`src/sv/rgbsobel_pkg.sv`:
```
// Types and constants of the RGB-to-grey Sobel edge unit.
package rgbsobel_pkg;

  typedef logic [7:0] pix_t;

  localparam pix_t GREY_R_WT = 8'd77;
  localparam pix_t GREY_G_WT = 8'd150;
  localparam pix_t GREY_B_WT = 8'd29;

  localparam pix_t EDGE_SAT = 8'd255;

  localparam int SUM_W = 21;
  localparam logic [SUM_W-1:0] SAT_LIMIT = 21'd65536;

  localparam int CFG_W = 13;
  localparam int WIDTH_REG_W = 12;
  localparam int ROW_W = 12;
  localparam int HEIGHT_MAX = 4096;
  localparam int DIM_MIN = 3;
  localparam int IMAGE_WIDTH_RESET = 640;
  localparam int IMAGE_HEIGHT_RESET = 480;

  localparam logic REG_IMAGE_WIDTH = 1'b0;
  localparam logic REG_IMAGE_HEIGHT = 1'b1;

  typedef enum logic [4:0] {
    S_IDLE = 5'b00001,
    S_READ = 5'b00010,
    S_MULT = 5'b00100,
    S_ROOT = 5'b01000,
    S_DONE = 5'b10000
  } state_t;

endpackage

```
`src/sv/rgbsobel_root.sv`:
```
// Iterative saturating square root, one result bit per cycle.
module rgbsobel_root
  import rgbsobel_pkg::*;
(
  input  logic             clk,
  input  logic             rst,
  input  logic             start,
  input  logic [SUM_W-1:0] sum,
  output logic             busy,
  output pix_t             root
);

  logic [15:0] radicand;
  pix_t        mask;
  pix_t        trial;
  logic [15:0] trial_sq;

  assign trial    = root | mask;
  assign trial_sq = 16'(trial) * 16'(trial);

  always_ff @(posedge clk) begin
    if (rst) begin
      busy <= 1'b0;
      mask <= '0;
    end else if (start) begin
      if (sum >= SAT_LIMIT) begin
        root <= EDGE_SAT;
        busy <= 1'b0;
        mask <= '0;
      end else begin
        root     <= '0;
        radicand <= sum[15:0];
        mask     <= 8'h80;
        busy     <= 1'b1;
      end
    end else if (busy) begin
      if (trial_sq <= radicand) begin
        root <= trial;
      end
      mask <= mask >> 1;
      busy <= ~mask[0];
    end
  end

endmodule

```
`config.mk`:
```
export PLATFORM = sky130hd
export DESIGN_NAME = rgbsobel_root
export DESIGN_NICKNAME = d
export VERILOG_FILES = /design/src/sv/rgbsobel_pkg.sv /design/src/sv/rgbsobel_root.sv
export SDC_FILE = /design/constraint.sdc
export NUM_CORES = 1
export LEC_CHECK = 0
export ABC_AREA = 1
export BUFFER_PORTS_ARGS = -buffer_cell sky130_fd_sc_hd__buf_4
export CAP_MARGIN = 20
export CORE_MARGIN = 3
export CORE_UTILIZATION = 62
export CTS_BUF_LIST = sky130_fd_sc_hd__clkbuf_4 sky130_fd_sc_hd__clkbuf_8
export CTS_CLUSTER_SIZE = 16
export DETAILED_ROUTE_END_ITERATION = 7
export GPL_ROUTABILITY_DRIVEN = 0
export GPL_TIMING_DRIVEN = 0
export PLACE_DENSITY_LB_ADDON = 0.08
export SKIP_LAST_GASP = 1
export SYNTH_ARGS = -nofsm -noshare
export SYNTH_HDL_FRONTEND = slang
export SYNTH_SLANG_ARGS = --single-unit
export TNS_END_PERCENT = 5
```
`constraint.sdc`:
```
create_clock -name clk -period 6.1 [get_ports clk]
set_input_delay 0.305 -clock clk [delete_from_list [all_inputs] [get_ports clk]]
set_output_delay 0.305 -clock clk [all_outputs]
set_load 0.02 [all_outputs]
```
Word level (Yosys, flattened, before mapping)
Cells that the tools add are included.
W data, S select, Z words.
{"block": "op_classes", "n_mul": 1, "magnitude_cmp": 2, "muxes": 10, "n_bitwise": 4, "n_reduce_logical": 4}
{"op": "$mux W8", "count": 7}
{"op": "$ge A21 B17 Y1 const B", "count": 1}
{"op": "$le A16 B16 Y1", "count": 1}
{"op": "$mul A8 B8 Y16", "count": 1}
{"op": "$or A8 B8 Y8", "count": 1}
{"op": "$reduce_and A3 Y1", "count": 2}
{"op": "$reduce_bool A2 Y1", "count": 2}
{"op": "$mux W1", "count": 3}
{"op": "$not A1 Y1", "count": 3}
{"block": "totals", "regBits": 33, "input_bits": 24, "output_inout_bits": 9}

Logic depth before layout (Yosys ltp)
Gate-level depths: netlist of run 1.
{"block": "logic_depth", "word_depth": 6, "ltp_mapped": 27}

Least setup slack after synthesis of run 1
OpenSTA, ideal clock, no wires.
{"block": "synth_timing", "kind": "register to register", "start": "register root[7]", "end": "register root[0] (enable)", "setup_time_ns": 0.375, "t_arrival_ns": 5.158, "required_ns": 5.725, "path_slack_ns": 0.567, "path_stages_with_launch": 23, "path_buffers": 0, "synth_period_minus_slack_ns": 5.533, "path_cell_list": "edfxtp_1 nor2_1 nor2_1 fa_1 fa_1 inv_1 fa_1 fa_1 inv_1 ha_1 a21oi_1 nor2_1 o21ai_0 nand3_1 nand2_1 nand2_1 ha_1 nand2_1 nor2_1 nand3_1 nor2_1 nor2_1 a21oi_1"}
{"block": "synth_between", "elab_chain_cells": 5}
{"item": "start: declaration", "line_no": "rgbsobel_root.sv:10", "source": "output pix_t root"}
{"item": "start signal: assignment", "line_no": "rgbsobel_root.sv:38", "source": "root <= trial;"}
{"item": "$or A8 B8 Y8", "line_no": "rgbsobel_root.sv:18", "source": "assign trial = root | mask;"}
{"item": "$mul A8 B8 Y16", "line_no": "rgbsobel_root.sv:19", "source": "assign trial_sq = 16'(trial) * 16'(trial);"}
{"item": "$le A16 B16 Y1", "line_no": "rgbsobel_root.sv:37", "source": "if (trial_sq <= radicand) begin"}
{"item": "$reduce_bool A2 Y1 (no line)"}
{"item": "$reduce_and A3 Y1 (no line)"}
Every way passes these cells.
A chain may end at the register's enable or synchronous reset.

Worst setup path after layout of run 1
{"block": "layout_timing", "start": "register root[6]", "end": "register root[6] (enable)"}
The elaborated chain is that of the path after synthesis.

==> results of run 1 <==
-- path summary, 6_finish.rpt --
kind           start     endpoint  slack [ps]  cells past startpoint
min reg2reg  mask[0]      mask[0]         520                      2
min           sum[7]  radicand[7]         190                      1
max reg2reg  root[6]      root[6]         400                     22
max          root[6]      root[6]         400                     22
-- worst max-delay path: stages (launching register included) --
cell	delay (ps)
edfxtp_1	420
nor2_2	370
nor2_1	160
fa_1	520
fa_1	550
inv_1	60
fa_1	500
fa_1	540
inv_1	40
ha_1	350
a21oi_1	230
nor2_1	90
o21ai_0	220
nand3_1	110
nand2_1	70
nand2_1	50
ha_1	290
nand2_1	70
nor2_1	170
nand3_1	90
nor2_1	90
nor2_1	70
a21oi_4	300
-- cells in the mapped netlist --
master	n	area, sq um
xor2_1	7	61.3
inv_1	85	319
nand3_1	9	45.0
and2_1	1	6.26
a21oi_1	23	115
o21bai_1	1	7.51
buf_2	1	5.00
nor3_1	3	15.0
nand2_1	73	274
fa_1	25	500
a21o_2	1	8.76
edfxtp_1	24	721
nor2_2	5	31.3
o21ai_0	8	40.0
dfxtp_1	9	180
o32ai_1	1	8.76
buf_4	1	7.51
o21ai_2	1	8.76
nor2_1	51	191
o21ai_1	1	5.00
or2_2	1	6.26
xnor2_1	5	43.8
a31oi_1	1	6.26
ha_1	43	538
o22ai_1	8	50.1
nand4_1	3	18.8
-- layer usage --
metal | vias to the layer above | track usage | part of all wire
met2 | 45 | 0.419 | 0.52
met1 | 1212 | 0.282 | 0.44
met5 | - | 0 | 0
met4 | 0 | 0.0682 | 0.019
met3 | 12 | 0.0360 | 0.030
li1 | 1321 | - | -
-- final cells by class --
class                      instances  area share
multi-input combinational        271       0.546
sequential                        33       0.244
inverter                          85      0.0865
timing repair buffer              33      0.0671
tap                               67      0.0227
clock buffer                       6      0.0207
clock inverter                     2     0.00916
buffer                             2     0.00339
-- through the flow --
stage | TNS (ps) | cells
6_report | 0 | 499
3_3_place_gp | -719 | 490
4_1_cts | 0 | 499
3_5_place_dp | -630 | 491
5_1_grt | 0 | 499
2_1_floorplan | 0 | 391
-- timing repair --
| item | CTS | global route |
|---|---|---|
| setup endpoints to repair | 8 | 8 |
| resized for setup | 1 | 7 |
| hold buffers | 0 | 0 |
-- kinds of logic (layout without fill, tap and decap cells) --
group,count (synthesis),in the layout,synth area share
and+or+nand+nor,146,146,0.183
buffers and inverters,87,128,0.103
DFF,33,33,0.280
xor gates and xnor gates,12,12,0.0327
adders and majority gates,68,68,0.323
AOI/OAI and AO/OA,45,45,0.0779
-- flip-flops by register name, indices dropped and copies added (netlist names) --
| signal | count |
|---|---|
| mask | 8 |
| root | 8 |
| radicand | 16 |
| busy | 1 |
==> results_dict.tcl, run 1 <==
set metrics [dict create \
    via_per_inst 5.19 \
    finalSetupViolCount 0 \
    multi_input_area_sq_um 2020 \
    grt_setup_unrepaired "no" \
    synth_fp_nets 483 \
    placed_cell_area_sq_um 3550 \
    hold_viol 0 \
    dieArea_sq_um 6080 \
    post-route-drc-count 0 \
    yosysSeqAreaShare 0.280 \
    clock_latency_ps 280 \
    fmax_mhz 175 \
    cts_tree "yes" \
    required_ps 6060 \
    drtPass1Iterations 4 \
    layout-drive-gt1-share 0.125 \
    coreArea_sq_um 4880 \
    stdcell_area_sq_um 3690 \
    route.final.wire_length_um 6370 \
    cap_violations 0 \
    clock_path_buffers 2 \
    numCtsBuffers 5 \
    yosysWarnings 0 \
    grt_overflow 0 \
    post-route-min-period_ps 5700 \
    ios 33 \
    cp-start-kind "register" \
    clk_transition_reported_paths_ps 70 \
    slew_headroom 0.666 \
    die_h_um 78 \
    grt_max_degree 13 \
    h-tree-depth 2 \
    grt_pass1_vias 2667 \
    syn-cell-area_sq_um 3210 \
    status "completed" \
    drtIter0Drc 181 \
    post-dp-hpwl_um 5260 \
    fillers 409 \
    post_drt_wl_per_cell_um 12.8 \
    pre_cts_ws_ps -79.1 \
    syn_area_per_cell_sq_um 8.22 \
    final_nets 523 \
    fin_worst_skew_ps 3.91 \
    antenna_found_initial 0 \
    n_antenna_cell 0 \
    hp-class "in2reg" \
    fp-row-count 25 \
    post_cts_buffers 0 \
    antenna_left 0 \
    ys_ff_latch 33 \
    cp_max_fo 9 \
    clock-sinks 33 \
    vias 2590 \
    endpoint_kind "register" \
    final_util 0.756 \
    start_util 0.659 \
    yosysUniqueCellTypes 26 \
    cp.arrival_ps 5660 \
    final_common_cell "inv_1" \
    final_cell_mix "inv_1 (85), nand2_1 (73), nor2_1 (48)" \
    die_w_um 78 \
    syn_inst 391 \
    fin_worst_hold_slack_ps 194 \
    slew_viol_final 0 \
    finalCritPeriodShare 0.935 \
    gr-usage-all-layers 0.231 \
    postLayoutSetupSlackWorst_ps 398 \
    port_buffers 32 \
    tightest_slew_ps 500 \
    path_class "reg2reg" \
    grt_pass1_wl_um 11200 \
    areaGrowthSynthToFinish_pct 14.8 \
    seq_area_sq_um 901 \
    cts_root_buffer "clkbuf_8" \
]
Power of run 1 is not shown: default switching activity piles up to over one toggle a cycle in this logic, so the estimate is an artifact.
==> run 2, diff against run 1 <==
--- a/config.mk
+++ b/config.mk
@@ -14,8 +14,8 @@
 export CTS_CLUSTER_SIZE = 16
 export DETAILED_ROUTE_END_ITERATION = 7
 export GPL_ROUTABILITY_DRIVEN = 0
-export GPL_TIMING_DRIVEN = 0
 export PLACE_DENSITY_LB_ADDON = 0.08
+export REMOVE_ABC_BUFFERS = 1
 export SKIP_LAST_GASP = 1
 export SYNTH_ARGS = -nofsm -noshare
 export SYNTH_HDL_FRONTEND = slang
==> run 2 against run 1 <==
  * Worst setup slack improved by 10 ps
  * First-iteration DRC count increased by 15%
  * Critical path depth increased by 1
  * Die area unchanged
  * Register-to-register slack about the same
  * Core utilization decreased by 0.49 points
  * Count of clock-buffer cells in the layout increased by 2
  * Sequential share of layout area increased by 0.16 points
  * Global-route usage decreased by 0.49 points
  * Maximum frequency increased by 0.18%
  * Wire length decreased by 0.46%
  * Non-clock buffer count increased by 2
==> results_dict.tcl, run 2 (synthesis results as in run 1) <==
set metrics [dict create \
    path_class "reg2reg" \
    cts_root_buffer "clkbuf_8" \
    finalCritPeriodShare 0.933 \
    post-route-drc-count 0 \
    port_buffers 32 \
    stdcell_area_sq_um 3670 \
    post_drt_wl_per_cell_um 12.7 \
    areaGrowthSynthToFinish_pct 14.1 \
    clock-sinks 33 \
    antenna_found_initial 0 \
    dieArea_sq_um 6080 \
    grt_max_degree 17 \
    required_ps 6090 \
    fp-row-count 25 \
    tightest_slew_ps 438 \
    start_util 0.659 \
    h-tree-depth 2 \
    post-route-min-period_ps 5690 \
    cap_violations 0 \
    clk_transition_reported_paths_ps 70 \
    rrSetupSlack_ps 410 \
    grt_setup_unrepaired "no" \
    fillers 391 \
    die_h_um 78 \
    status "completed" \
    finalSetupViolCount 0 \
    slew_viol_final 0 \
    reg_top3 "radicand: 16 flops, mask: 8 flops, root: 8 flops" \
    placed_cell_area_sq_um 3560 \
    slew_headroom 0.707 \
    hold_viol 0 \
    fmax_mhz 176 \
    ctsHoldBuffers 0 \
    via_per_inst 5.21 \
    cp-start-kind "register" \
    route.final.wire_length_um 6340 \
    clock_latency_ps 280 \
    cp_max_fo 10 \
    endpoint_kind "register" \
    hp-class "in2reg" \
    grt_pass1_wl_um 11100 \
    gr-usage-all-layers 0.226 \
    vias 2612 \
    coreArea_sq_um 4880 \
    layout-drive-gt1-share 0.127 \
    top_register "radicand" \
    cts_tree "yes" \
    grt_overflow 0 \
    numCtsBuffers 5 \
    fin_worst_skew_ps 4.49 \
    final_nets 525 \
    n_antenna_cell 0 \
    ios 33 \
    final_common_cell "inv_1" \
    final_cell_mix "inv_1 (85), nand2_1 (73), nor2_1 (49)" \
    finalSetupTns_ps 0 \
    antenna_left 0 \
    die_w_um 78 \
    drtIter0Drc 208 \
    largest_reg_flops 16 \
    post-dp-hpwl_um 5340 \
    drtPass1Iterations 4 \
    clock_path_buffers 2 \
    cp.arrival_ps 5680 \
    grt_pass1_vias 2608 \
]
==> run 2: cell count changes in the layout (fill, tap and decap cells not counted), sizes merged <==
cell / delta
buf: +2
bufinv: -1
clkbuf: +2
clkinv: -1
==> run 2: cell type report <==
type                       count  area (sq um)  area share
multi-input combinational    271          1990       0.542
sequential                    33           901       0.246
inverter                      85           319      0.0870
timing repair buffer          37           278      0.0758
clock buffer                   8          97.6      0.0266
tap                           67          83.8      0.0229
==> run 2: worst max-delay path, cell delays in order, from the launching register on <==
cell and delay [ps]:
edfxtp_1 440, nor2_2 380, nor2_1 140, fa_1 500
fa_1 560, inv_1 60, fa_1 510, fa_1 540
inv_1 40, ha_1 340, a21oi_1 190, nor2_1 80
o21ai_0 230, nand3_1 120, nand2_1 70, nand2_1 50
ha_1 290, nand2_1 80, nor2_1 180, nand3_1 90
nor2_1 100, nor2_1 50, a21oi_1 170, buf_4 200
==> run 2: timing repair <==
action,4_1_cts,5_1_grt
setup endpoints to repair,0,8
setup buffers,0,0
resized for setup,0,2
==> run 2: per-layer routing <==
layer	share of wire	GRT usage
met1	0.43	0.291
met2	0.51	0.402
met3	0.044	0.0348
met4	0.014	0.0507
met5	0	0
==> run 2: final timing paths <==
kind / startpoint / end / cells past startpoint
worst max-delay path: root[2] / root[7] / 23
worst min-delay path: sum[0] / radicand[0] / 1
worst max register to register: root[2] / root[7] / 23
worst min register to register: mask[0] / mask[0] / 2
==> run 2: stage by stage <==
step / setup WS (ps) / std cells / hold WS (ps) / util
floorplan: 567 / 389 / 404 / -
global placement: 394 / 492 / 483 / 0.729
detailed placement: 366 / 493 / 484 / 0.730
CTS: 314 / 501 / 196 / 0.750
global route: 17.0 / 501 / 180 / 0.751
finish: 408 / 501 / 198 / 0.751
Power of run 2 is left out for the same reason.
==> run 3, diff against run 2 <==
==> constraint.sdc (replaced) <==
create_clock -name clk -period 5.4 [get_ports clk]
set_input_delay 0.27 -clock clk [delete_from_list [all_inputs] [get_ports clk]]
set_output_delay 0.27 -clock clk [all_outputs]
set_load 0.02 [all_outputs]
==> run 3 against run 2 <==
  * Maximum frequency increased by 7.1%
  * Sequential share of layout area decreased by 2.4 points
  * Critical path depth increased by 2
  * Sequential cell count unchanged
  * Critical endpoint is now root[6]
  * Largest cell class unchanged
==> results_dict.tcl, run 3 (synthesis results as in run 1) <==
set metrics [dict create \
    finalSetupViolCount 0 \
    endpoint_kind "register" \
    tightest_slew_ps 443 \
    coreArea_sq_um 4880 \
    status "completed" \
    use_met3 0.0452 \
    rrSetupSlack_ps 80 \
    cp-start-kind "register" \
    rr_worst_depth 25 \
    post-dp-hpwl_um 5470 \
    slew_viol_final 0 \
    required_ps 5400 \
    finalCritPeriodShare 0.984 \
    met1_usage 0.296 \
    largest_reg_flops 16 \
    clock_path_buffers 2 \
    critPathCapture "root[6]" \
    r2r_end "root[6]" \
    hold_viol 0 \
    post-route-drc-count 0 \
    final_cell_mix "inv_1 (83), nand2_1 (66), buf_4 (55)" \
    crit_start "root[5]" \
    fp-row-count 25 \
    cts_root_buffer "clkbuf_8" \
    drtIter0Drc 113 \
    post_drt_wl_per_cell_um 14.3 \
    gr-usage-all-layers 0.235 \
    h-tree-depth 2 \
    areaGrowthSynthToFinish_pct 26.4 \
    final_common_cell "inv_1" \
    ios 33 \
    reg_top3 "radicand: 16 flops, mask: 8 flops, root: 8 flops" \
    die_w_um 78 \
    cts_tree "yes" \
    antenna_found_initial 0 \
    grt_max_degree 17 \
    clock_latency_ps 290 \
    vias 2716 \
    drtPass1Iterations 4 \
    port_buffers 32 \
    antenna_left 0 \
    hp-class "in2reg" \
    via_per_inst 5.22 \
    grt_pass1_vias 2641 \
    clock-sinks 33 \
    cap_violations 0 \
    cp.arrival_ps 5320 \
    finalSetupTns_ps 0 \
    final_nets 544 \
    start_util 0.659 \
    cp_max_fo 8 \
    layout-drive-gt1-share 0.256 \
    route.final.wire_length_um 7460 \
    fmax_mhz 188 \
    fin_worst_skew_ps 4.64 \
    post-route-min-period_ps 5320 \
    n_antenna_cell 0 \
    grt_pass1_wl_um 11300 \
    dieArea_sq_um 6080 \
    clk_transition_reported_paths_ps 70 \
    r2r-start "root[5]" \
    slew_headroom 0.705 \
    grt_use_met2 0.416 \
    hp-start "sum[0]" \
    grt_most_used_layer "met2" \
    top_register "radicand" \
    path_class "reg2reg" \
    grt_overflow 0 \
    die_h_um 78 \
    numCtsBuffers 5 \
]
run 3: per-layer routing:
metal | vias to the layer above | share of wire
li1 | 1360 | -
met1 | 1276 | 0.41
met2 | 63 | 0.52
met4 | 0 | 0.021
met5 | - | 0
met3 | 17 | 0.041
run 3: area by class of cell:
cell class / count / area, sq um
fill: 315 / 818
timing repair buffer: 56 / 424
clock buffer: 8 / 97.6
tap: 67 / 83.8
inverter: 85 / 319
sequential: 33 / 902
multi-input combinational: 271 / 2230
run 3: critical path, cell delays in order, from the launching register on:
cell and delay (ps):
edfxtp_1 470, nor2_4 240, inv_1 90, nand2_1 90, fa_1 430, inv_2 90
fa_1 430, fa_1 540, inv_1 50, fa_1 530, inv_1 70, ha_4 300
nand2_2 100, nor2_4 150, nand2_1 60, nand2_1 90, xor2_1 180, ha_1 270
nand2_1 100, inv_1 40, nand2_1 60, nand2_1 80, a21oi_2 150, nand2_1 100
a21oi_2 150, buf_6 150
run 3: how the worst min path moves through the flow:
| stage | end | slack, ps | cells past startpoint |
|---|---|---|---|
| after floorplan | radicand[0] | 370 | 0 |
| after CTS | radicand[0] | 140 | 1 |
| after detailed placement | radicand[9] | 450 | 1 |
| after global routing | radicand[1] | 140 | 1 |
| after global placement | radicand[8] | 450 | 1 |
| final | radicand[0] | 150 | 1 |
run 3: through the flow:
stage / instance area (sq um) / hold WS (ps) / worst slack (ps) / util / std cells
finish: 4060 / 152 / 84.7 / 0.832 / 520
global placement: 3620 / 449 / 29.3 / 0.741 / 500
detailed placement: 3620 / 449 / -94.4 / 0.743 / 501
global route: 4060 / 137 / -98.7 / 0.832 / 520
floorplan: 3200 / 369 / -133 / - / 389
CTS: 3760 / 144 / 4.17 / 0.771 / 511
run 3: timing repair:
item	in CTS	in global routing
resized for setup	6	58
cloned	0	0
hold buffers	0	0
buffers inserted	2	9
pin swaps	0	25
endpoints found under the setup margin	8	8
Power of run 3 is left out for the same reason.
